===== src/design/gst_ram.sv =====
// ----------------------------------------------------------------------------
// gst_ram
// generic single-write, single-read ram with registered read data
// ----------------------------------------------------------------------------
module gst_ram #(
    parameter int WIDTH = 8,
    parameter int DEPTH = 16
) (
    input  logic                     clk,
    input  logic                     we,
    input  logic [$clog2(DEPTH)-1:0] waddr,
    input  logic [WIDTH-1:0]         wdata,
    input  logic                     re,
    input  logic [$clog2(DEPTH)-1:0] raddr,
    output logic [WIDTH-1:0]         rdata
);

    logic [WIDTH-1:0] mem [DEPTH];
    logic [WIDTH-1:0] rdata_reg;

    always_ff @(posedge clk)
    begin
        if (we)
        begin
            mem[waddr] <= wdata;
        end
        if (re)
        begin
            rdata_reg <= mem[raddr];
        end
    end

    assign rdata = rdata_reg;

endmodule


===== config.mk =====
export PLATFORM = sky130hd
export DESIGN_NAME = gst_ram
export DESIGN_NICKNAME = d
export VERILOG_FILES = /design/src/design/gst_ram.sv
export SDC_FILE = /design/constraint.sdc
export NUM_CORES = 1
export LEC_CHECK = 0
export BUFFER_PORTS_ARGS = -buffer_cell sky130_fd_sc_hd__buf_2
export CELL_PAD_IN_SITES_DETAIL_PLACEMENT = 1
export CELL_PAD_IN_SITES_GLOBAL_PLACEMENT = 1
export CORE_MARGIN = 2
export CORE_UTILIZATION = 53
export CTS_CLUSTER_DIAMETER = 30
export DETAILED_ROUTE_END_ITERATION = 8
export GPL_TIMING_DRIVEN = 0
export MAX_ROUTING_LAYER = met4
export PLACE_DENSITY = 0.84
export SYNTH_ARGS = -nofsm -noshare
export SYNTH_HDL_FRONTEND = slang
export SYNTH_SLANG_ARGS = --single-unit

===== constraint.sdc =====
create_clock -name clk -period 2.2 [get_ports clk]
set_clock_uncertainty 0.1 [all_clocks]
set_input_delay 0.44 -clock clk [delete_from_list [all_inputs] [get_ports clk]]
set_output_delay 0.44 -clock clk [all_outputs]
set_load 0.02 [all_outputs]

Word-level counts from Yosys, hierarchy flattened:

Memory sizes are Yosys's and may differ from the RTL's. A register that Yosys moved wholly into a read port is not among the register bits.
Index checks and enable logic that the tools add are counted.
Widths: inputs -> output; s select.

* register bits: 0
* bits in latches: 0
* bits in writable memories: 128
* bits in read-only memories: 0
* output and inout bits: 8
* word-level logic and storage cells: 3
* memories kept: 1

Memory list
* mem: words 16, bits a word 8, read ports 1, clocked after memory_dff 1, write ports 1, RTL line 18 `logic [WIDTH-1:0] mem [DEPTH];`

* $add $sub $neg: 0
* multiply operators: 0
* div/mod/pow operators: 0
* order comparisons: 0
* equality and inequality tests: 0
* shift-type cells: 0
* mux-type cells: 2
* bitwise operators: 0
* reduce and logical (&&, ||, !) cells: 0

Operators with widths (count)
* $mux 1: 2

Depth between registers and ports, before layout:

Gate-level depths: netlist of run 1.

* depth in word-level cells: 2
* depth in mapped cells: 5
* depth with buffers taken out: 3

Worst setup path after synthesis of run 1:

No wires, ideal clock.

* path kind: in2reg
* start: input waddr[2]
* end: memory mem[0][0], enable pin
* setup time: 0.383 ns
* arrival: 1.550 ns
* required time: 1.717 ns
* setup slack: 0.167 ns
* stages on the path: 2
* buffers on the path: 0
* cell sequence: or3b_2 nor3_1

RTL lines
* from (decl): RTL line 11 `input logic [$clog2(DEPTH)-1:0] waddr,`
* to (decl): RTL line 18

No word-level cell before the write port.

Worst setup path in the final report of run 1:

* start: input waddr[3]
* end: memory mem[4][4], enable pin

No word-level cell before the write port.

==> results of run 1 <==
-- cell families (layout without fill, tap and decap cells) --
| logic type | after synthesis | after routing |
|---|---|---|
| flip-flops | 136 | 136 |
| AND/OR/NAND/NOR | 35 | 35 |
| multiplexers | 32 | 32 |
| AO/OA/AOI/OAI | 16 | 16 |
| buffers and inverters | 10 | 68 |
-- cell usage after synthesis --
cell type        instances  share of area, %
nor3_1                   4              0.38
nand2b_1                 2              0.24
nand2_1                  9              0.65
edfxtp_1               136                78
or3b_2                   1              0.17
nand3b_1                 2              0.29
and2_1                   1              0.12
nand3_1                  1             0.096
and2b_1                  1              0.14
clkdlybuf4s25_2          3              0.57
a22oi_1                 16               2.3
buf_4                    1              0.14
mux4_2                  18               7.8
nor2_1                  13              0.93
buf_2                    3              0.29
mux4_1                  14               7.0
buf_6                    3              0.65
nor2b_1                  1              0.12
-- power breakdown --
part,switching (mW),internal [mW]
sequential,0.0152,2.92
combinational,0.181,0.113
clock,0.988,1.82
total,1.18,4.86
-- metrics by stage --
| stage | utilization, % | hold WS, ns |
|---|---|---|
| floorplan | - | 0.4389 |
| global placement | 56.99 | 0.6363 |
| detailed placement | 56.99 | 0.6528 |
| CTS | 63.01 | 0.1414 |
| global route | 63.11 | 0.1510 |
| finish | 63.11 | 0.1498 |
-- routing by layer --
metal  routed length (microns)  share of wire (%)  GRT usage, %
met1                      4624                 42         32.78
met2                      5548                 50         35.86
met3                       745                6.7         5.645
met4                       208                1.9         9.312
met5                         0                  0             -
-- worst max-delay path by stage --
stage,slack [ns],start,depth (start not counted),to
after global routing,0.25,waddr[3],3,mem[4][4]
after CTS,0.01,waddr[2],3,mem[0][3]
final,0.32,waddr[3],3,mem[4][4]
after detailed placement,-0.43,waddr[2],3,mem[0][4]
after global placement,-0.39,waddr[2],3,mem[0][4]
after floorplan,0.17,waddr[2],2,mem[0][0]
-- worst reg2reg max path: cells and delay by family, from the launching register on --
family             cells  cell delay [ns]
DFF                    1             0.36
muxes                  1             0.55
and+or+nand+nor        1             0.13
AOI/OAI and AO/OA      1             0.35
-- cell type report --
| class | instances | area share, % |
|---|---|---|
| flip-flops and latches | 136 | 66.82 |
| multi-input cells | 83 | 17.38 |
| plain buffers | 10 | 1.412 |
| repair buffers | 26 | 2.129 |
| clock buffers | 21 | 7.022 |
| well taps | 133 | 2.723 |
| clock inverters | 11 | 2.518 |
-- cell usage in the layout (no fill, tap or decap) --
| cell type | Yosys | layout |
|---|---|---|
| nor3_1 | 4 | 3 |
| nor2b_1 | 1 | 1 |
| buf_4 | 1 | 1 |
| clkinv_2 | 0 | 3 |
| buf_6 | 3 | 3 |
| nor2_1 | 13 | 13 |
| nand2_1 | 9 | 9 |
| and2_1 | 1 | 1 |
| mux4_2 | 18 | 18 |
| nand3_1 | 1 | 1 |
| a22oi_1 | 16 | 16 |
| clkinvlp_4 | 0 | 1 |
| edfxtp_1 | 136 | 136 |
| clkbuf_16 | 0 | 16 |
| nand2b_1 | 2 | 2 |
| clkdlybuf4s25_2 | 3 | 3 |
| bufinv_16 | 0 | 4 |
| clkinv_1 | 0 | 3 |
| mux4_1 | 14 | 14 |
| and2b_1 | 1 | 1 |
| nand3b_1 | 2 | 2 |
| or3b_2 | 1 | 1 |
| buf_2 | 3 | 29 |
| nor3_2 | 0 | 1 |
| clkbuf_1 | 0 | 4 |
| clkbuf_8 | 0 | 1 |
==> metrics, run 1 <==
status complete, no violations; Worst Path Buf+Inv 1; Data arrival, critical path 1.90 ns; Simple-Gate Fraction of Synth Area 3.135%; Synth Area in Adders 0%; # rows 36; post-route ant nets 0; Port-buffer cells 25; Final WS setup 0.3203 ns; RSZ-0062 raised after global routing false; final WL 11130 microns; Compound-Gate Fraction of Synth Area 2.298%; clk sinks 136; Syn Area/Cell 22.83 sq um; die area 10670 sq um; DR vias 2501; Area after DPL 5519 sq um; P per Cell Area 988.2 nW/um^2; area delta synth->final 16.92%; antenna cells 0; FF-to-FF setup slack 0.44 ns; Yosys Warn Count 0; clk slew on worst S/H paths 0.06 ns; core area 9684 sq um; mux contribution to synthesized area 14.79%; I/O pin count 27; max_cap viols 0; max-slew violation count 0; Static Leak 2.043 nW; r2r endpoint rdata[0]; Layout Nets 293; start of the worst register-to-register path mem[1][0]; postcts setup bufs 0; critical-path cell list buf_2 > nand3b_1 > nor3_1; 1st-pass router iterations 4; critical path class in -> reg; Multi-input gate area 1062 sq um; worst hold path type in -> reg; first-pass GRT wire length 16600 microns; hpwl dp 6881 microns; GRT Util Overall 24.05%; Fmax 532.0 MHz; Die H 103.3 microns; GPL Wtd Cong 0.7445; Cell variety after synth 18; largest net degree at the start of global routing 17; Peak VDD IR 0.0006430 V; Min-Delay Startpoint re; post-route design area 6112 sq um; Gate Count Post-Synth 229; peak fanout along the critical path 8; Via density 5.955; PostCTS Resize Cnt 0; average routed wire per standard cell 26.49 microns; Residual DRC 0; layout cells sized above 1 28.22%; Filler cells 795; GRT overflow 0; fin crit period 1.880 ns; Clock Latency Late Sink 0.52 ns; FF-to-FF path depth 3; Largest stage delay, worst path 1.08 ns; Final Hold Viols 0; Final setup viols 0; CTS Buf Count 17; Initial Utilization 53.98%; Placed Cells 387; Die Wd 103.3 microns; Tcrit/Tclk final 85.44%; CTS tree built; largest family of logic cells by synthesized area multiplexers; delay-heaviest family, CP simple AND/OR/NAND/NOR gates; Yosys reg bits 136; CP Data Required Time 2.22 ns; cell at the slowest stage of the critical path nor3_1; Seq. cell area 4084 sq um; Startpoint Class primary input; max reg flops 128; Power Total 6.040 mW; post-place setup slack -0.4315 ns; sequential share of the synthesized area 78.12%; Post-CTS Hold Fix Bufs 0; clock tree buffer depth 2; Syn Nets 248; setup_tns 0 ns; CP Capture Type flop; Slew HR 8.225%; vias in the first global route 2650; Initial DRC Count 281; worst slew pin tran 1.366 ns; clock root cell clkbuf_8; XOR/XNOR share of the synthesized area 0%; H-tree depth 4; Post-Layout Cell Count 420; WHS Path Cells 1; Post-Syn Area 5228 sq um; Worst Hold End rdata[3]; initial antenna violation count 0
(Power assumes the default switching activity.)
==> run 2: changes to the inputs <==
Settings changed: CORE_UTILIZATION 53 to 35, PLACE_DENSITY 0.84 to 0.56.
==> metrics, run 2 (synthesized netlist as in run 1, its figures left out) <==
status complete, no violations; Seq. cell area 4084 sq um; PostCTS Resize Cnt 1; Data arrival, critical path 1.82 ns; CTS Buf Count 17; worst hold path type in -> reg; delay-heaviest family, CP simple AND/OR/NAND/NOR gates; global route hottest layer met2; H-tree depth 4; final WL 10810 microns; Largest stage delay, worst path 1.00 ns; Internal Power 5.143 mW; Startpoint Class primary input; area delta synth->final 19.17%; CP Capture Type flop; fin util 42.70%; # rows 44; Slew HR 13.54%; peak fanout along the critical path 8; critical-path cell list buf_2 > nand3b_1 > nor3_1; max reg flops 128; met1 global-route usage 19.15%; Initial DRC Count 131; post-route design area 6230 sq um; clock tree buffer depth 2; Die H 126.2 microns; Comb pwr share 4.6%; antenna cells 0; Initial Utilization 35.83%; max-slew violation count 0; commonest non-fill, non-tap cells in the layout edfxtp_1 (136), buf_2 (28), mux4_2 (18); GPL Wtd Cong 0.6843; Sw Share 18.86%; 1st-pass router iterations 4; Clk pwr share 49.1%; Filler cells 1351; CTS tree built; post-route ant nets 0; Worst Path Buf+Inv 1; I/O pin count 27; Post-CTS Hold Fix Bufs 0; Tcrit/Tclk final 86.55%; Area after DPL 5583 sq um; M2 GR Usage 23.88%; worst slew pin tran 1.287 ns; Static Leak 2.067 nW; cell at the slowest stage of the critical path nor3_1; P per Cell Area 1017 nW/um^2; Residual DRC 0; max_cap viols 0; FF-to-FF setup slack 0.44 ns; Multi-input gate area 1062 sq um; Peak VDD IR 0.0005299 V; Power Total 6.338 mW; first-pass GRT wire length 16420 microns; Final Hold Viols 0; final hold slack 0.2665 ns; core area 14590 sq um; DR vias 2397; critical path class in -> reg; Layout Nets 292; met3 Use GR 3.653%; fin crit period 1.904 ns; Die Wd 126.2 microns; setup_tns 0 ns; most common cell after layout, fill and taps aside edfxtp_1; largest net degree at the start of global routing 17; GRT overflow 0; layout cells sized above 1 27.97%; Clock Latency Late Sink 0.41 ns; clk sinks 136; CP Data Required Time 2.12 ns; Port-buffer cells 25; vias in the first global route 2606; postcts setup bufs 0; Flop pwr share 46.3%; clk slew on worst S/H paths 0.05 ns; RSZ-0062 raised after global routing false; GRT Util Overall 15.32%; hpwl dp 6908 microns; clock root cell clkbuf_16; Final setup viols 0; Via density 5.100; initial antenna violation count 0; die area 15930 sq um; switching pwr 1.195 mW; Fmax 525.2 MHz; average routed wire per standard cell 22.99 microns
run 2: path summary, 6_finish.rpt:
check	end	start	cells after the start
hold reg to reg	rdata[4]	mem[11][4]	3
setup reg to reg	rdata[0]	mem[5][0]	3
setup / recovery	mem[8][3]	waddr[2]	3
hold / removal	rdata[3]	re	1
run 2: power by group through the flow:
stage,Combinational (mW),Sequential (mW),Clock (mW)
detailed placement,0.301,2.99,0
global route,0.320,2.94,3.27
global placement,0.293,2.98,0
floorplan,0.147,3.00,0
CTS,0.302,2.93,3.16
finish,0.292,2.93,3.11
run 2: per-stage QoR:
| step | setup WS, ns | std cells |
|---|---|---|
| 2_1_floorplan | 0.1671 | 229 |
| 3_3_place_gp | -0.4832 | 438 |
| 3_5_place_dp | -0.4733 | 438 |
| 4_1_cts | 0.2625 | 470 |
| 5_1_grt | 0.1807 | 470 |
| 6_report | 0.2960 | 470 |
run 2: area by class of cell:
type                       instances  area share [%]
clock inverter                    11           3.234
clock buffer                      21           7.070
buffer                            10           1.386
sequential                       136           65.56
tap                              184           3.696
multi-input combinational         83           17.05
timing repair buffer              25           2.008
run 2: worst register-to-register path, delay by kind of cell, from the launching register on:
kind	cells	cell delay, ns
mux	1	0.57
flops	1	0.35
simple gates	1	0.15
compound gates	1	0.32
run 2: routing by layer:
layer  part of all wire (%)  wire length [microns]
met5                      0                      0
met4                    1.9                    202
met3                    4.0                    433
met2                     50                   5380
met1                     44                   4789
